===== src/sv/pct_pkg.sv =====
// percent encode/decode stream: shared types, codes and character helpers
// no dependencies; imported by the core, pct_xform and pct_serial
`default_nettype none

package pct_pkg;

	localparam logic [7:0] PCT_CHAR = 8'h25;

	// mode register codes
	localparam logic [1:0] MODE_ESCAPE = 2'd0;
	localparam logic [1:0] MODE_ENCODE = 2'd1;
	localparam logic [1:0] MODE_DECODE = 2'd2;

	// decoder hold state
	localparam logic [1:0] HELD_NONE  = 2'd0;
	localparam logic [1:0] HELD_PCT   = 2'd1;
	localparam logic [1:0] HELD_DIGIT = 2'd2;

	localparam int unsigned GRP_DEPTH = 3;

	// all output bytes caused by one input beat
	typedef struct packed {
		logic [GRP_DEPTH-1:0][7:0] bytes;
		logic [1:0]                cnt;
		logic                      last;
	} grp_t;

	function automatic logic is_hex(input logic [7:0] c);
		return c inside {[8'h30:8'h39], [8'h41:8'h46], [8'h61:8'h66]};
	endfunction

	function automatic logic [3:0] hex_val(input logic [7:0] c);
		logic [3:0] v;
		v = c[3:0];
		if (c <= 8'h39) begin
			return v;
		end
		return v + 4'd9;
	endfunction

	function automatic logic [7:0] hex_upper(input logic [3:0] v);
		if (v < 4'd10) begin
			return {4'h3, v};
		end
		return 8'h37 + {4'h0, v};
	endfunction

	function automatic logic in_escape_set(input logic [7:0] c);
		return c inside {[8'h00:8'h29], 8'h2C, [8'h3A:8'h3F], [8'h5B:8'h5E], 8'h60,
			[8'h7B:8'hFF]};
	endfunction

	function automatic logic in_encode_set(input logic [7:0] c);
		return c inside {[8'h00:8'h20], [8'h22:8'h26], 8'h2B, 8'h2C, 8'h2F,
			[8'h3A:8'h40], [8'h5B:8'h5E], 8'h60, [8'h7B:8'h7D], [8'h7F:8'hFF]};
	endfunction

endpackage

`default_nettype wire


===== src/sv/pct_ifs.sv =====
// percent encode/decode stream: valid/ready channel interfaces
// input beats, result beats and the mode write channel; no dependencies
`default_nettype none

interface pct_in_if;
	logic       valid;
	logic       ready;
	logic [7:0] in_byte;
	logic       in_last;

	modport source (output valid, in_byte, in_last, input ready);
	modport sink (input valid, in_byte, in_last, output ready);
endinterface

interface pct_out_if;
	logic       valid;
	logic       ready;
	logic [7:0] out_byte;
	logic       out_last;

	modport source (output valid, out_byte, out_last, input ready);
	modport sink (input valid, out_byte, out_last, output ready);
endinterface

interface pct_cfg_if;
	logic       valid;
	logic       ready;
	logic [1:0] mode;

	modport source (output valid, mode, input ready);
	modport sink (input valid, mode, output ready);
endinterface

`default_nettype wire


===== src/sv/percent_encode_decode_stream_core.sv =====
// percent encode/decode stream core: while the result register is free, one input
// beat per cycle is taken into a transform and its 0..3 result bytes are registered there
// first result byte is valid the cycle after the input beat is taken
// one input beat per cycle while each yields at most one byte and the result is taken;
// an escaped byte holds the single result port for all three of its bytes
// reset: mode returns to escape, decoder hold empties, result register empties
`default_nettype none

module percent_encode_decode_stream_core (
	input  wire          clk,
	input  wire          arst_n,
	pct_cfg_if.sink      cfg,
	pct_in_if.sink       item,
	pct_out_if.source    result
);
	import pct_pkg::*;

	grp_t grp;
	logic free;
	logic acc;
	logic cfg_we;

	assign cfg.ready  = 1'b1;
	assign cfg_we     = cfg.valid && cfg.ready;
	assign item.ready = free;
	assign acc        = item.valid && free;

	pct_xform u_xform (
		.clk      (clk),
		.arst_n   (arst_n),
		.cfg_we   (cfg_we),
		.cfg_mode (cfg.mode),
		.acc      (acc),
		.in_byte  (item.in_byte),
		.in_last  (item.in_last),
		.grp      (grp)
	);

	// beats that produce nothing only move the hold state
	pct_serial u_serial (
		.clk       (clk),
		.arst_n    (arst_n),
		.load      (acc && (grp.cnt != 2'd0)),
		.grp       (grp),
		.free      (free),
		.out_valid (result.valid),
		.out_ready (result.ready),
		.out_byte  (result.out_byte),
		.out_last  (result.out_last)
	);

endmodule

`default_nettype wire


===== src/sv/pct_xform.sv =====
// percent encode/decode stream: mode register, decoder hold state and the
// per-beat transform into a group of up to three bytes; uses pct_pkg
`default_nettype none

module pct_xform (
	input  wire              clk,
	input  wire              arst_n,
	input  wire              cfg_we,
	input  wire [1:0]        cfg_mode,
	input  wire              acc,
	input  wire [7:0]        in_byte,
	input  wire              in_last,
	output pct_pkg::grp_t    grp
);
	import pct_pkg::*;

	logic [1:0] mode_q;
	logic [1:0] held_q;
	logic [7:0] digit_q;
	logic [1:0] held_d;
	logic [7:0] digit_d;

	always_comb begin
		logic [1:0] n;
		logic       fresh;
		logic [7:0] vals [GRP_DEPTH];
		n       = 2'd0;
		fresh   = 1'b1;
		held_d  = held_q;
		digit_d = digit_q;
		for (int i = 0; i < GRP_DEPTH; i++) begin
			vals[i] = 8'h00;
		end

		case (mode_q)
			MODE_ESCAPE, MODE_ENCODE: begin
				if ((mode_q == MODE_ESCAPE) ? in_escape_set(in_byte)
						: in_encode_set(in_byte)) begin
					vals[0] = PCT_CHAR;
					vals[1] = hex_upper(in_byte[7:4]);
					vals[2] = hex_upper(in_byte[3:0]);
					n = 2'd3;
				end else begin
					vals[0] = in_byte;
					n = 2'd1;
				end
			end
			MODE_DECODE: begin
				case (held_q)
					HELD_PCT: begin
						if (is_hex(in_byte)) begin
							digit_d = in_byte;
							held_d  = HELD_DIGIT;
							fresh   = 1'b0;
						end else begin
							vals[0] = PCT_CHAR;
							n       = 2'd1;
							held_d  = HELD_NONE;
						end
					end
					HELD_DIGIT: begin
						if (is_hex(in_byte)) begin
							vals[0] = {hex_val(digit_q), hex_val(in_byte)};
							n       = 2'd1;
							fresh   = 1'b0;
						end else begin
							vals[0] = PCT_CHAR;
							vals[1] = digit_q;
							n       = 2'd2;
						end
						held_d  = HELD_NONE;
						digit_d = 8'h00;
					end
					default: begin
						held_d = HELD_NONE;
					end
				endcase
				// the breaking byte is scanned again from an empty hold
				if (fresh) begin
					if (in_byte == PCT_CHAR) begin
						held_d = HELD_PCT;
					end else begin
						vals[n] = in_byte;
						n = n + 2'd1;
					end
				end
				// end of string flushes whatever is still held
				if (in_last) begin
					if (held_d != HELD_NONE) begin
						vals[n] = PCT_CHAR;
						n = n + 2'd1;
					end
					if (held_d == HELD_DIGIT) begin
						vals[n] = digit_d;
						n = n + 2'd1;
					end
					held_d  = HELD_NONE;
					digit_d = 8'h00;
				end
			end
			default: begin
				vals[0] = in_byte;
				n = 2'd1;
			end
		endcase

		for (int i = 0; i < GRP_DEPTH; i++) begin
			grp.bytes[i] = vals[i];
		end
		grp.cnt  = n;
		grp.last = in_last && (n != 2'd0);
	end

	always_ff @(posedge clk or negedge arst_n) begin
		if (!arst_n) begin
			mode_q  <= MODE_ESCAPE;
			held_q  <= HELD_NONE;
			digit_q <= 8'h00;
		end else if (cfg_we) begin
			mode_q  <= cfg_mode;
			held_q  <= HELD_NONE;
			digit_q <= 8'h00;
		end else if (acc) begin
			held_q  <= held_d;
			digit_q <= digit_d;
		end
	end

	a_hold_only_decode: assert property (@(posedge clk) disable iff (!arst_n)
		(held_q != HELD_NONE) |-> (mode_q == MODE_DECODE))
		else $error("hold state outside decode mode");

	a_held_digit_hex: assert property (@(posedge clk) disable iff (!arst_n)
		(held_q == HELD_DIGIT) |-> is_hex(digit_q))
		else $error("held digit is not a hex character");

	a_last_flushes: assert property (@(posedge clk) disable iff (!arst_n)
		(acc && in_last && !cfg_we) |=> (held_q == HELD_NONE))
		else $error("hold not emptied at end of string");

endmodule

`default_nettype wire


===== src/sv/pct_serial.sv =====
// percent encode/decode stream: result register holding one byte group and
// the index that walks it out one beat at a time; uses pct_pkg
`default_nettype none

module pct_serial (
	input  wire              clk,
	input  wire              arst_n,
	input  wire              load,
	input  pct_pkg::grp_t    grp,
	output logic             free,
	output logic             out_valid,
	input  wire              out_ready,
	output logic [7:0]       out_byte,
	output logic             out_last
);
	import pct_pkg::*;

	grp_t       grp_s1;
	logic       vld_s1;
	logic [1:0] idx_q;
	logic       final_beat;
	logic       fire;

	assign final_beat = (idx_q == grp_s1.cnt - 2'd1);
	assign fire       = vld_s1 && out_ready;
	// a new group may land when the slot is empty or its last byte leaves now
	assign free       = !vld_s1 || (fire && final_beat);

	assign out_valid = vld_s1;
	assign out_byte  = grp_s1.bytes[idx_q];
	assign out_last  = grp_s1.last && final_beat;

	always_ff @(posedge clk) begin
		if (load) begin
			grp_s1 <= grp;
		end
	end

	always_ff @(posedge clk or negedge arst_n) begin
		if (!arst_n) begin
			vld_s1 <= 1'b0;
			idx_q  <= 2'd0;
		end else if (load) begin
			vld_s1 <= 1'b1;
			idx_q  <= 2'd0;
		end else if (fire) begin
			if (final_beat) begin
				vld_s1 <= 1'b0;
				idx_q  <= 2'd0;
			end else begin
				idx_q <= idx_q + 2'd1;
			end
		end
	end

	a_group_nonempty: assert property (@(posedge clk) disable iff (!arst_n)
		vld_s1 |-> (grp_s1.cnt != 2'd0 && idx_q < grp_s1.cnt))
		else $error("result index outside its group");

	a_no_overwrite: assert property (@(posedge clk) disable iff (!arst_n)
		load |-> free)
		else $error("group loaded over one still draining");

	a_index_steps: assert property (@(posedge clk) disable iff (!arst_n)
		(fire && !final_beat && !load) |=> (vld_s1 && idx_q == $past(idx_q) + 2'd1))
		else $error("result index did not advance");

endmodule

`default_nettype wire

===== src/flat_wrapper.sv =====
// flat-port wrapper written by rule: the top's interface ports become plain ports
module percent_encode_decode_stream_core_flat import pct_pkg::*;
  (clk, arst_n, cfg_valid, cfg_mode, cfg_ready, item_valid, item_in_byte, item_in_last, item_ready, result_valid, result_out_byte, result_out_last, result_ready);
  pct_cfg_if cfg_i ();
  pct_in_if item_i ();
  pct_out_if result_i ();
  input  wire clk;
  input  wire arst_n;
  input wire logic [$bits(cfg_i.valid)-1:0] cfg_valid;
  input wire logic [$bits(cfg_i.mode)-1:0] cfg_mode;
  output wire logic [$bits(cfg_i.ready)-1:0] cfg_ready;
  input wire logic [$bits(item_i.valid)-1:0] item_valid;
  input wire logic [$bits(item_i.in_byte)-1:0] item_in_byte;
  input wire logic [$bits(item_i.in_last)-1:0] item_in_last;
  output wire logic [$bits(item_i.ready)-1:0] item_ready;
  output wire logic [$bits(result_i.valid)-1:0] result_valid;
  output wire logic [$bits(result_i.out_byte)-1:0] result_out_byte;
  output wire logic [$bits(result_i.out_last)-1:0] result_out_last;
  input wire logic [$bits(result_i.ready)-1:0] result_ready;
  assign cfg_i.valid = cfg_valid;
  assign cfg_i.mode = cfg_mode;
  assign cfg_ready = cfg_i.ready;
  assign item_i.valid = item_valid;
  assign item_i.in_byte = item_in_byte;
  assign item_i.in_last = item_in_last;
  assign item_ready = item_i.ready;
  assign result_valid = result_i.valid;
  assign result_out_byte = result_i.out_byte;
  assign result_out_last = result_i.out_last;
  assign result_i.ready = result_ready;
  percent_encode_decode_stream_core u_core (.clk(clk), .arst_n(arst_n), .cfg(cfg_i), .item(item_i), .result(result_i));
endmodule

===== config.mk =====
export PLATFORM = sky130hd
export DESIGN_NAME = percent_encode_decode_stream_core_flat
export DESIGN_NICKNAME = d
export VERILOG_FILES = /design/src/sv/pct_pkg.sv /design/src/sv/pct_ifs.sv /design/src/sv/percent_encode_decode_stream_core.sv /design/src/sv/pct_xform.sv /design/src/sv/pct_serial.sv /design/src/flat_wrapper.sv
export SDC_FILE = /design/constraint.sdc
export NUM_CORES = 1
export LEC_CHECK = 0
export BUFFER_PORTS_ARGS = -buffer_cell sky130_fd_sc_hd__buf_4
export CORE_ASPECT_RATIO = 1.25
export CORE_MARGIN = 5
export CORE_UTILIZATION = 45
export CTS_CLUSTER_DIAMETER = 60
export DETAILED_ROUTE_END_ITERATION = 10
export GPL_TIMING_DRIVEN = 0
export SYNTH_ARGS = -nofsm -noshare
export SYNTH_HDL_FRONTEND = slang
export SYNTH_SLANG_ARGS = --single-unit

===== constraint.sdc =====
create_clock -name clk -period 5.64 [get_ports clk]
set_input_delay 1.128 -clock clk [delete_from_list [all_inputs] [get_ports clk]]
set_output_delay 1.128 -clock clk [all_outputs]
set_load 0.03 [all_outputs]

# [Word level (Yosys, flattened, before mapping)]
# Index checks and enable logic that the tools add are counted.
[word_totals] ff_bits=42 inputBits=16 output_inout_bits=12 wordCells=194
[classes] n_addsub=9 order_cmp=30 eq_ne=11 n_mux=91 n_bitwise=6 n_reduce_logical=37
[op_table] operator="$mux W24" n=8
[op_table] operator="$mux W8" n=20
[op_table] operator="$bwmux W24" n=2
[op_table] operator="$demux W8 S2" n=3
[op_table] operator="$le A8 B6 Y1 const B" n=6
[op_table] operator="$pmux W8 S2" n=3
[op_table] operator="$mux W2" n=23
[op_table] operator="$ge A8 B7 Y1 const B" n=5
[op_table] operator="$le A8 B7 Y1 const B" n=5
[op_table] operator="$eq A8 B6 Y1 const B" n=4
[op_table] operator="$pmux W16 S2" n=1
[op_table] operator="$ge A8 B6 Y1 const B" n=3
[op_table] operator="$mux W1" n=22
[op_table] operator="$logic_and A1 B1 Y1" n=21
[op_table] operator="$bmux W8 S2" n=1
[op_table] operator="$mux W16" n=1
[op_table] operator="$mux W4" n=4
[op_table] operator="$and A15 B15 Y15" n=1
[op_table] operator="$not A15 Y15" n=1
[op_table] operator="$add A6 B4 Y7 const A" n=2
[op_table] operator="$reduce_bool A2 Y1" n=6
[op_table] operator="$reduce_bool A10 Y1" n=1
[op_table] operator="$ge A3 B3 Y1 const B" n=3
[op_table] operator="$lt A3 B1 Y1 const B" n=3
[op_table] operator="other kinds (22)" n=35

# [Depth between registers and ports, before layout]
# Gate-level depths: netlist of the first run.
[depth] depth_word=24 mapped_depth=22 mapped_depth_nobuf=20

# [Modules after synthesis]
# Synthesis of the first run repeated with hierarchy kept, for this count alone.
[unflattened] cells_unflattened=441 area_unflattened_um2=3891.2
[modules_own_cells] mod="pct_xform" n_inst=1 cells_each=361 area_per_inst_um2=2686.3 seq_area_each_um2=300.3
[modules_own_cells] mod="pct_serial" n_inst=1 cells_each=76 area_per_inst_um2=1177.4 seq_area_each_um2=885.8
[modules_own_cells] mod="percent_encode_decode_stream_core" n_inst=1 cells_each=4 area_per_inst_um2=27.5 seq_area_each_um2=0.0

# [Least setup slack after synthesis of the first run]
# Ideal clock, no wire load.
[synth_timing] path_kind="input-to-reg" from="input port item_in_byte[1]" to="register u_core.u_serial.grp_s1[0] (netlist bit), enable pin" t_arrival_ns=5.972 required_ns=5.220 path_slack_ns=-0.753 path_stages=18 n_path_buf=2 path_cell_list="clkbuf_1 > inv_1 > ha_1 > or4b_1 > a311oi_1 > o21ba_1 > buf_2 > nor3_2 > nor2_1 > a21oi_1 > ha_1 > nand2_1 > o22ai_1 > inv_1 > ha_1 > nand2_1 > o211ai_1 > a21oi_1"
[synth_between] elab_chain_len=20 word_cells_on_any_way=70 classes_between="3 x add/sub; 20 x order compare; 6 x eq/ne; 23 x mux; 18 x reduce/logical"
[synth_rtl] item="start: declaration" line="flat_wrapper.sv:13" source="input wire logic [$bits(item_i.in_byte)-1:0] item_in_byte;"
[synth_rtl] item="$ge A8 B6 Y1 (tied with other cells)" line="pct_pkg.sv:29" source="return c inside {[8'h30:8'h39], [8'h41:8'h46], [8'h61:8'h66]};"
[synth_rtl] item="$logic_and A1 B1 Y1" line="pct_pkg.sv:29"
[synth_rtl] item="$reduce_bool A3 Y1" line="pct_pkg.sv:29"
[synth_rtl] item="$mux W2 / $mux W1 (equally long branches)" line="pct_xform.sv:62, pct_xform.sv:51"
[synth_rtl] item="$pmux W2 S2" line="pct_xform.sv:49" source="case (held_q)"
[synth_rtl] item="$mux W2" line="pct_xform.sv:35" source="case (mode_q)"
[synth_rtl] item="$add A2 B1 Y2" line="pct_xform.sv:84" source="n = n + 2'd1;"
[synth_rtl] item="$mux W2" line="pct_xform.sv:80" source="if (in_byte == PCT_CHAR) begin"
[synth_rtl] item="[... 5 more ...]"
[synth_rtl] item="$mux W2" line="pct_xform.sv:35"
[synth_rtl] item="$add A2 B1 Y2" line="pct_xform.sv:95" source="n = n + 2'd1;"
[synth_rtl] item="$mux W2" line="pct_xform.sv:93" source="if (held_d == HELD_DIGIT) begin"
[synth_rtl] item="$mux W2" line="pct_xform.sv:88" source="if (in_last) begin"
[synth_rtl] item="$pmux W2 S2 (*)" line="pct_xform.sv:35"
[synth_rtl] item="$reduce_bool A2 Y1 (*)" line="percent_encode_decode_stream_core.sv:43" source=".load (acc && (grp.cnt != 2'd0)),"
[synth_rtl] item="$logic_and A1 B1 Y1 (*)" line="percent_encode_decode_stream_core.sv:43"
[synth_rtl] item="net u_core.u_serial.load" line="pct_serial.sv:8" source="input wire load,"
[synth_rtl] item="end signal: assignment" line="pct_serial.sv:35" source="grp_s1 <= grp;"
[synth_rtl] item="end: declaration" line="pct_serial.sv:18" source="grp_t grp_s1;"
# Mark *: on every way through the listed nets, which the timed path passes. The rest lies on a longest branch. The select of a mux whose other input is x is not followed.
# A chain may end at the register's enable or synchronous reset.

==> key figures, run 1 <==
Status
  • Run status: finished clean

Die
  • Die area: approximately 11000 um^2
  • Initial Util: between 40 and 50%
  • Die height: about 120 um
  • Area of the core: a little under 9000 um^2
  • IO Count: 28
  • Die W: between 90 and 100 um
  • Number of cell rows: 38

Worst setup path
  • Worst EP arrival: around 5600 ps
  • Setup crit start kind: primary input
  • Buffers & Inverters on Critical Path: 4
  • Required time of the worst setup path: roughly 5700 ps
  • Critical path type: in -> reg
  • CP Capture Type: flop
  • Crit path from: item_in_byte[1]
  • Crit-path cells: buf_4 -> clkinvlp_4 -> ha_2 -> or4b_4 -> and3b_2 -> a32o_1 -> buf_6 -> nor3_4 -> a21oi_2 -> ha_1 -> nand2_1 -> o22ai_4 -> inv_1 -> ha_2 -> nand3_1 -> a21oi_1 -> o31a_1 -> o22ai_2 -> a221oi_1 -> nor2_1
  • Delay-heaviest family, CP: compound AO/OA/AOI/OAI gates
  • Worst Path Max Fanout: 9
  • Reg2Reg Depth: 14
  • Reg2Reg Setup Slack: ~1700 ps
  • CP max-delay cell: or4b_4
  • FF-to-FF Start: u_core.u_xform.held_q[0]$_DFFE_PN0P_
  • CP most frequent cell: ha_2
  • Critical path depth: 20
  • Delay of the slowest critical-path stage: roughly 560 ps

Route
  • Post-DR wirelength/cell: 22.0 um
  • Via/cell ratio: approximately 6.5
  • Via count: just over 4000
  • Drt pass-1 iters: 5
  • Starting DRT DRC Count: between 300 and 400
  • Routed Wire Length: between 10000 and 15000 um
  • Antenna Nets Post-Route: 0
  • Residual DRC count: 0

Finish
  • Antenna Cells: 0
  • Nets: approximately 540
  • Share of layout cells above drive strength 1: 19.1%
  • Area grow syn2layout: 15.6%
  • Fin cells: between 600 and 700
  • Fill cell count: 861

Logic synthesis
  • Cells after synthesis: 461
  • Syn Area/Cell: roughly 8.7 um^2
  • Post-Syn Area: just over 4000 um^2
  • Synth top area cells: edfxtp_1, dfrtp_1, ha_1, nand2_1, o21ai_0
  • Register area share after synthesis: a little under 30%
  • Cell variety after synth: between 80 and 90
  • Leading area contributor after synthesis: edfxtp_1
  • Top-count cell post-synth: nand2_1
  • Syn. warnings: 0
  • Commonest cells in the netlist: nand2_1, clkbuf_1, edfxtp_1
  • Number of synthesized flops with an enable pin: 27
  • Yosys top cell area share: around a fifth
  • Syn nets: a little under 500
  • Synth Flop Type: edfxtp_1
  • Synth Register Bits: 42
  • Asr flop ratio synth: 35.7%

STA
  • Fin. max-slew vios: 0
  • Fin crit period: 5520 ps
  • Max Clock Skew: around 14 ps
  • Worst-Margin Slew: slightly above 900 ps
  • Fmax: about 180 MHz
  • Final-report hold violation count: 0
  • Tcrit/Tclk final: 97.8%
  • Setup violators final: 0
  • Worst rel slew slack: roughly 39%

Clock tree
  • Clock sink count: 42
  • Clock-pin slew on the worst setup and hold paths: roughly 90 ps
  • Num CTS Buffers: 5
  • Clock Tree Buf Depth: 2
  • Clock insertion delay at the later pin of the skew report: roughly 300 ps
  • CTS tree: done
  • Hold-fix buffers at CTS: 0
  • Clk root buf: clkbuf_8
  • Htree depth: 2

Place
  • Post-DP HPWL: slightly above 10000 um
  • IO Port Bufs: 25
  • Dpl cells: 606
  • Final GP Congestion: roughly 0.94

Hold path
  • HP Class: reg -> reg
  • Hold Path Depth: 2
  • Hold path start: u_core.u_xform.held_q[1]$_DFFE_PN0P_

Power
  • Worst IR drop on VDD: slightly above 0.1 mV
  • Cell Pwr Density: approximately 220 nW/um^2
  • Static Leak: roughly 1.7 nW
  • Total power: a little over 1 mW

GRT
  • First-pass GRT wire length: roughly 21000 um
  • Gr usage total: between 20% and 30%
  • Largest net degree at the start of global routing: 28
  • Grt ovf: 0
  • Initial antenna violation count: 0
  • Vias in the first global route: around 3900

Flow run
  • Max-cap viol count: 0
[kinds of logic (layout without fill, tap and decap cells)]
group                    after synthesis  after routing  share of synthesized area [%]
adder cells (fa/ha/maj)               20             20                           6.21
multiplexers                          13             13                           3.29
buffers and inverters                 59            101                           5.96
AND/OR/NAND/NOR                      148            148                           20.3
other                                  1              1                         0.0930
AO/OA/AOI/OAI                        170            170                           33.0
XOR/XNOR                               8              8                           1.74
flip-flops                            42             42                           29.4
[cell type report]
class / count / area [um^2] / share of cell area [%]
clock inverters: 2 / 10.0 / 0.215
plain buffers: 37 / 166 / 3.57
flip-flops and latches: 42 / 1190 / 25.4
inverters: 20 / 81.3 / 1.74
well taps: 120 / 150 / 3.22
clock buffers: 6 / 72.6 / 1.56
multi-input cells: 360 / 2720 / 58.4
repair buffers: 36 / 270 / 5.80
[placed cells by master, fill, tap and decap left out, drive strengths merged, types with 4 or more instances in the layout]
master | netlist | layout
nand2 | 36 | 36
nand3 | 19 | 19
o22ai | 11 | 11
edfxtp | 27 | 27
o31ai | 4 | 4
a32o | 6 | 6
clkbuf | 28 | 32
o2111ai | 4 | 4
inv | 20 | 19
nor4 | 4 | 4
and3 | 4 | 4
ha | 20 | 20
mux2i | 11 | 11
o211ai | 5 | 5
xnor2 | 7 | 7
a31oi | 16 | 16
a221o | 4 | 4
a221oi | 5 | 5
nor2 | 19 | 19
nor3 | 18 | 18
nor2b | 7 | 7
o21a | 5 | 5
or2 | 4 | 4
a21oi | 24 | 24
and2 | 7 | 7
buf | 11 | 47
nand2b | 7 | 7
a22o | 13 | 13
dfrtp | 15 | 15
a211oi | 5 | 5
o21ai | 26 | 26
[sequential cells by signal, indices dropped and copies added (netlist names)]
name and flops:
u_core.u_xform.mode_q 2, u_core.u_xform.digit_q 8, u_core.u_serial.idx_q 2, u_core.u_serial.grp_s1 27
u_core.u_xform.held_q 2, u_core.u_serial.out_valid 1
[report_power, final]
group	internal, mW	switching (mW)
registers	0.383	0.0185
clock network	0.0860	0.106
logic	0.155	0.282
[routing by layer]
metal	vias to the layer above	routed length [um]	global-route usage, %	share of wire [%]
met5	-	0	0	0
met4	0	777	13.4	5.7
met3	62	869	3.64	6.4
met2	207	6550	42.3	48
met1	1918	5490	31.2	40
li1	1874	-	-	-
[worst reg2reg max path: cells and delay by family (launching register included)]
kind | cells | cell delay (ps)
AOI/OAI and AO/OA | 6 | 1610
adders and majority gates | 2 | 680
and+or+nand+nor | 3 | 380
buffers and inverters | 2 | 360
DFF | 1 | 350
xor gates and xnor gates | 1 | 260
[what timing repair did]
action	4_1_cts	5_1_grt
endpoints found under the hold margin	0	0
buffers inserted	5	6
resized for setup	14	21
setup endpoints to repair	51	50
pin swaps	2	7
[through the flow]
step	cell area, um^2	TNS, ps	setup slack, ps	hold WS [ps]	utilization (%)
final	4660	0	121	594	53.6
after global routing	4660	-614	-60.0	615	53.6
after CTS	4570	0	18.0	599	52.5
after detailed placement	4390	-46700	-1250	587	50.5
after global placement	4390	-44700	-1190	566	50.5
after floorplan	4050	0	14.2	502	-
[path summary, 6_finish.rpt]
kind / end
max in group asynchronous: u_core.u_xform.digit_q[7]$_DFFE_PN0P_
min reg2reg: u_core.u_xform.held_q[1]$_DFFE_PN0P_
min in group asynchronous: u_core.u_xform.held_q[1]$_DFFE_PN0P_
max reg2reg: u_core.u_serial.grp_s1[16]$_DFFE_PP_
min: u_core.u_xform.held_q[1]$_DFFE_PN0P_
max: u_core.u_serial.grp_s1[9]$_DFFE_PP_
No activity file was read; power rests on OpenSTA's default activity.
==> run 2: changes to the inputs <==
SYNTH_HIERARCHICAL = 1   (was default)
==> key figures, run 2 <==
Status
  • Run status: finished clean

Worst setup path
  • Required time of the worst setup path: ~5700 ps
  • Delay of the slowest critical-path stage: 510 ps
  • CP most frequent cell: inv_1
  • Critical path depth: 22
  • Critical path type: in -> reg
  • FF-to-FF Start: u_core/u_xform/held_q[0]$_DFFE_PN0P_
  • Crit Reg-Reg Endpoint: u_core/u_serial/grp_s1[10]$_DFFE_PP_
  • CP Capture Type: flop
  • CP max-delay cell: or4b_4
  • Setup crit start kind: primary input
  • Delay-heaviest family, CP: compound AO/OA/AOI/OAI gates
  • Buffers & Inverters on Critical Path: 7
  • Worst Path Max Fanout: 9
  • Reg2Reg Depth: 17
  • Reg2Reg Setup Slack: between 1500 and 2000 ps
  • Crit-path cells: buf_4 -> clkbuf_4 -> inv_4 -> ha_2 -> or4b_4 -> a311oi_2 -> o21ba_4 -> nor2_4 -> nand2_1 -> nand2_2 -> inv_1 -> ha_1 -> inv_1 -> o31ai_4 -> inv_1 -> ha_4 -> a21boi_0 -> o211ai_1 -> o211ai_2 -> buf_4 -> o32ai_1 -> a211o_1
  • Worst EP arrival: roughly 5500 ps

GRT
  • Grt ovf: 0
  • Gr usage total: 23.8%
  • Vias in the first global route: between 3000 and 4000
  • Largest net degree at the start of global routing: 16
  • Initial antenna violation count: 0
  • First-pass GRT wire length: approximately 20000 um

Route
  • Via count: between 3000 and 4000
  • Starting DRT DRC Count: 443
  • Via/cell ratio: roughly 6.6
  • Drt pass-1 iters: 6
  • Antenna Nets Post-Route: 0
  • Post-DR wirelength/cell: around 22 um
  • Routed Wire Length: between 10000 and 15000 um
  • Residual DRC count: 0

Finish
  • Nets: between 500 and 600
  • Share of layout cells above drive strength 1: approximately 19%
  • Antenna Cells: 0
  • Area grow syn2layout: 14.3%
  • Most frequent cells in the layout: nand2_1, buf_4, nor2_1
  • Largest Register: u_core/u_serial/grp_s1
  • Largest regs: u_core/u_serial/grp_s1 (27), u_core/u_xform/digit_q (8)
  • Max reg flops: 27
  • Design area: 4450 um^2
  • Leading cell type in the layout, fill and taps excluded: nand2_1

STA
  • Tcrit/Tclk final: 97.0%
  • Final-report hold violation count: 0
  • Fmax: approximately 180 MHz
  • Final setup margin: 171 ps
  • Fin. max-slew vios: 0
  • Fin crit period: 5470 ps
  • Hold_ws: around 560 ps
  • Max Clock Skew: around 11 ps
  • Worst-Margin Slew: 783 ps
  • Setup violators final: 0
  • Worst rel slew slack: 47.4%

Logic synthesis
  • Leading area contributor after synthesis: edfxtp_1
  • Cell variety after synth: between 80 and 90
  • Largest family of logic cells by synthesized area: compound AO/OA/AOI/OAI gates
  • Synth Area in Compound Gates: 34.8%
  • Commonest cells in the netlist: nand2_1, nor2_1, edfxtp_1, o21ai_0, a21oi_1
  • Asr flop ratio synth: a little over a third
  • Multiplexer share of the synthesized area: 2.32%
  • Synth Area in Simple Gates: ~18%
  • Syn Area/Cell: 8.82 um^2
  • Yosys top cell area share: a little over a fifth
  • Synth Register Bits: 42
  • Synth Flop Type: edfxtp_1
  • Top-count cell post-synth: nand2_1
  • Synth Area in Adders: 6.43%
  • Post-Syn Area: approximately 3900 um^2
  • Synth top area cells: edfxtp_1, dfrtp_1, ha_1, nand2_1, o21ai_0
  • Xor/xnor cell area share of the yosys netlist: ~2.3%
  • Cells after synthesis: roughly 440
  • Register area share after synthesis: a little under a third
  • Syn. warnings: 6
  • Syn nets: ~480
  • Number of synthesized flops with an enable pin: 27

Clock tree
  • Num CTS Buffers: 5
  • Clock sink count: between 40 and 50
  • Clock-pin slew on the worst setup and hold paths: approximately 80 ps
  • CTS tree: done
  • Htree depth: 2
  • Clock Tree Buf Depth: 2
  • Clk root buf: clkbuf_8
  • Clock insertion delay at the later pin of the skew report: approximately 310 ps

Power
  • Cell Pwr Density: ~240 nW/um^2
  • Worst IR drop on VDD: around 0.073 mV
  • Static Leak: 1.62 nW
  • Sw power: 413 uW
  • Comb pwr share: between 40% and 50%
  • Part of the power in registers: 38.9%
  • Clock share of power: about a fifth
  • Pint: between 600 and 700 uW
  • Total power: approximately 1.1 mW
  • Sw Ratio: approximately 39%

Place
  • Post-DP HPWL: approximately 9000 um
  • DP Area: around 4200 um^2
  • Place WS: -907 ps
  • IO Port Bufs: 25
  • Final GP Congestion: about 0.98

Hold path
  • HP Class: reg -> reg
  • Hold Path Depth: 2
  • Hold Crit Endpoint: u_core/u_xform/held_q[1]$_DFFE_PN0P_
  • Hold path start: u_core/u_xform/held_q[1]$_DFFE_PN0P_

Die
  • Die height: 114 um
  • Number of cell rows: 38
  • Die W: a little over 90 um
  • IO Count: 28
  • Die area: around 11000 um^2
  • Area of the core: ~8600 um^2
  • Initial Util: 45.5%

Flow run
  • Max-cap viol count: 0
==> run 2: cell types whose count changed in the layout (fill, tap and decap cells not counted), sizes merged, moves of 3 or more <==
cell and change:
nor3 -12, a31oi -7, o21ai +4, nand3 -9
a221oi -3, o2bb2ai -3, nand2b -4, a221o +8
nor2 +13, inv +4, clkbuf -10, o211ai +3
==> run 2: cell type report <==
cell class              count  area, um^2
fillers                   830        4110
multi-input cells         345        2580
flip-flops and latches     42        1190
repair buffers             33         248
plain buffers              29         131
well taps                 100         125
inverters                  23        88.8
clock buffers               7        86.3
clock inverters             1        5.00
==> run 2: logic make-up after synthesis <==
logic type               after synthesis
multiplexers                           9
XOR/XNOR                              10
adder cells (fa/ha/maj)               20
flip-flops                            42
other                                  1
AND/OR/NAND/NOR                      132
buffers and inverters                 55
AO/OA/AOI/OAI                        172
==> run 2: routing by layer <==
metal | part of all wire, % | track usage [%] | vias to the layer above | routed length, um
li1 | - | - | 1776 | -
met1 | 43 | 31.9 | 1813 | 5310
met2 | 48 | 40.1 | 183 | 5950
met3 | 6.2 | 2.77 | 38 | 778
met4 | 3.6 | 7.33 | 0 | 448
met5 | 0 | 0 | - | 0
==> run 2: worst max-delay path by stage <==
stage,startpoint,to,slack (ps)
final,item_in_byte[0],u_core/u_serial/grp_s1[10]$_DFFE_PP_,170
after global routing,item_in_byte[0],u_core/u_serial/grp_s1[19]$_DFFE_PP_,-0.2
after CTS,item_in_byte[1],u_core/u_serial/grp_s1[10]$_DFFE_PP_,20
after detailed placement,item_in_byte[1],u_core/u_serial/grp_s1[10]$_DFFE_PP_,-910
after global placement,item_in_byte[1],u_core/u_serial/grp_s1[10]$_DFFE_PP_,-790
after floorplan,item_in_byte[1],u_core/u_serial/grp_s1[10]$_DFFE_PP_,20
==> run 2: timing repair <==
action,4_1_cts,5_1_grt
hold buffers,0,0
hold endpoints to repair,0,0
pin swaps,2,2
resized for setup,10,5
setup endpoints to repair,53,51
gates cloned,1,0
setup buffers,2,6
==> run 2: power groups by stage <==
stage | clock [mW] | sequential (mW) | combinational, mW
3_5_place_dp | 0 | 0.424 | 0.426
3_3_place_gp | 0 | 0.423 | 0.423
6_report | 0.210 | 0.417 | 0.443
5_1_grt | 0.226 | 0.424 | 0.479
4_1_cts | 0.211 | 0.417 | 0.442
2_1_floorplan | 0 | 0.425 | 0.283
==> run 2: per-stage QoR <==
| step | utilization (%) | TNS, ps | cells |
|---|---|---|---|
| after floorplan | - | 0 | 441 |
| after global placement | 49.5 | -35260 | 566 |
| after global routing | 52.0 | -0.207 | 580 |
| final | 52.0 | 0 | 580 |
| after CTS | 51.3 | 0 | 576 |
| after detailed placement | 49.5 | -41330 | 566 |
==> run 2: worst min-delay path, stage by stage, from the launching register on <==
cell and delay [ps]:
dfrtp_1 400, nand2_1 60, a21oi_1 60
==> run 3: changes to the inputs <==
CORE_ASPECT_RATIO = 1.2   (was 1.25)
clock period = 6.17 ns   (was 5.64 ns; I/O delays follow)
==> key figures, run 3 (synthesis results as in run 2) <==
Place
  • IO Port Bufs: 25
  • Final GP Congestion: between 0.9 and 1
  • Dpl cells: just under 600
  • Post-DP HPWL: approximately 9000 um

Die
  • Die W: between 90 and 100 um
  • Area of the core: between 8000 and 9000 um^2
  • Number of cell rows: 37
  • IO Count: 28
  • Die height: 112 um
  • Die area: between 10000 and 15000 um^2
  • Initial Util: 45.7%

Clock tree
  • Clock-pin slew on the worst setup and hold paths: roughly 100 ps
  • Clock sink count: 42
  • Num CTS Buffers: 5
  • Clk root buf: clkbuf_8
  • Clock insertion delay at the later pin of the skew report: 310 ps
  • Hold-fix buffers at CTS: 0
  • CTS tree: done
  • Clock Tree Buf Depth: 2
  • Htree depth: 2

Power
  • Static Leak: between 1.5 and 2 nW
  • Cell Pwr Density: roughly 240 nW/um^2
  • Worst IR drop on VDD: roughly 0.13 mV
  • Clock share of power: between 20 and 30%
  • Comb pwr share: a little under two fifths
  • Sw Ratio: between 30% and 40%
  • Part of the power in registers: 36.4%
  • Pint: 667 uW
  • Sw power: 382 uW
  • Total power: 1.05 mW

STA
  • RSZ-0062 raised after global routing: no
  • Tcrit/Tclk final: a little over nine tenths
  • Hold_ws: roughly 560 ps
  • Fin crit period: 5920 ps
  • Max Clock Skew: 16.9 ps
  • Worst rel slew slack: between 50% and 60%
  • Worst-Margin Slew: 710 ps
  • Fmax: 169 MHz
  • Setup violators final: 0
  • Setup Total Neg Slack: 0 ps
  • Fin. max-slew vios: 0
  • Final-report hold violation count: 0

Flow run
  • Max-cap viol count: 0

Route
  • Via count: ~3800
  • Drt pass-1 iters: 6
  • Routed Wire Length: between 10000 and 15000 um
  • Post-DR wirelength/cell: between 20 and 25 um
  • Via/cell ratio: between 6 and 7
  • Starting DRT DRC Count: 560
  • Antenna Nets Post-Route: 0
  • Residual DRC count: 0

Worst setup path
  • Setup crit start kind: primary input
  • Required time of the worst setup path: ~6200 ps
  • Buffers & Inverters on Critical Path: 6
  • Worst Path Max Fanout: 10
  • Worst EP arrival: about 6000 ps
  • CP max-delay cell: or4b_4
  • Delay of the slowest critical-path stage: about 510 ps
  • Critical path type: in -> reg
  • Crit-path cells: buf_4 -> clkbuf_4 -> inv_1 -> ha_2 -> or4b_4 -> a311oi_4 -> o22ai_4 -> nor2_4 -> nand2_1 -> nand2_2 -> inv_1 -> ha_1 -> inv_1 -> o31ai_4 -> inv_1 -> ha_1 -> a21boi_0 -> o211ai_1 -> o211ai_2 -> o32ai_1 -> a211o_1
  • CP most frequent cell: inv_1
  • Delay-heaviest family, CP: compound AO/OA/AOI/OAI gates
  • CP Capture Type: flop

Finish
  • Largest regs: u_core/u_serial/grp_s1 (27), u_core/u_xform/digit_q (8)
  • Nets: ~500
  • Area grow syn2layout: 14.4%
  • Share of layout cells above drive strength 1: around 18%
  • Fin cells: between 500 and 600
  • Antenna Cells: 0
  • Leading cell type in the layout, fill and taps excluded: nand2_1
  • Largest Register: u_core/u_serial/grp_s1
  • Multi-input gate area: approximately 2500 um^2
  • Most frequent cells in the layout: nand2_1, buf_4, nor2_1
  • Fill cell count: approximately 850
  • Register area: about 1200 um^2
  • Max reg flops: 27

GRT
  • First-pass GRT wire length: around 19000 um
  • Initial antenna violation count: 0
  • Grt ovf: 0
  • Vias in the first global route: roughly 3600
  • Gr usage total: a little under a quarter
  • Largest net degree at the start of global routing: 31

Status
  • Run status: finished clean

Hold path
  • HP Class: reg -> reg
==> run 3: metrics by stage <==
step	worst slack, ps	util, %	cell area, um^2
finish	246	52.3	4450
global placement	-1180	49.6	4230
floorplan	46.4	-	3890
detailed placement	-1200	49.6	4230
CTS	57.9	51.5	4390
global route	42.3	52.3	4450
==> run 3: final timing paths <==
check / to / cells past startpoint / startpoint / slack [ps]
min in group asynchronous: u_core/u_xform/digit_q[5]$_DFFE_PN0P_ / 1 / arst_n / 770
min: u_core/u_xform/held_q[0]$_DFFE_PN0P_ / 2 / u_core/u_xform/held_q[0]$_DFFE_PN0P_ / 560
max reg2reg: u_core/u_serial/grp_s1[10]$_DFFE_PP_ / 16 / u_core/u_xform/held_q[0]$_DFFE_PN0P_ / 2090
min reg2reg: u_core/u_xform/held_q[0]$_DFFE_PN0P_ / 2 / u_core/u_xform/held_q[0]$_DFFE_PN0P_ / 560
max in group asynchronous: u_core/u_xform/digit_q[6]$_DFFE_PN0P_ / 1 / arst_n / 5200
max: u_core/u_serial/grp_s1[10]$_DFFE_PP_ / 21 / item_in_byte[1] / 250
==> run 3: what timing repair did <==
action / in CTS / in global routing
pin swaps: 2 / 1
endpoints found under the setup margin: 53 / 46
endpoints found under the hold margin: 0 / 0
buffers inserted: 2 / 5
resized for setup: 6 / 7
cloned: 0 / 0
==> run 3: cell type report <==
| class | count | share of cell area (%) |
|---|---|---|
| plain buffers | 29 | 2.95 |
| clock buffers | 5 | 1.55 |
| clock inverters | 3 | 1.55 |
| inverters | 23 | 1.94 |
| multi-input cells | 344 | 56.7 |
| flip-flops and latches | 42 | 26.6 |
| well taps | 117 | 3.29 |
| repair buffers | 32 | 5.40 |
==> run 3: worst reg2reg max path, delay by kind of cell (launching register included) <==
| family | cells | cell delay, ps |
|---|---|---|
| compound gates | 6 | 1580 |
| fa+ha+maj | 3 | 810 |
| buf+inv | 5 | 670 |
| flops | 1 | 410 |
| simple gates | 2 | 360 |
==> run 3: power groups by stage <==
stage	clock (mW)	combinational [mW]	sequential, mW
floorplan	0	0.253	0.389
global placement	0	0.381	0.388
detailed placement	0	0.384	0.390
CTS	0.273	0.391	0.382
global route	0.286	0.426	0.389
finish	0.271	0.395	0.382
==> run 3: layer usage <==
layer	wire length, um	vias up	global-route usage, %
met3	804	47	3.38
met1	5350	1765	32.0
met2	5560	209	35.4
li1	-	1771	-
met5	0	-	0
met4	534	0	9.72
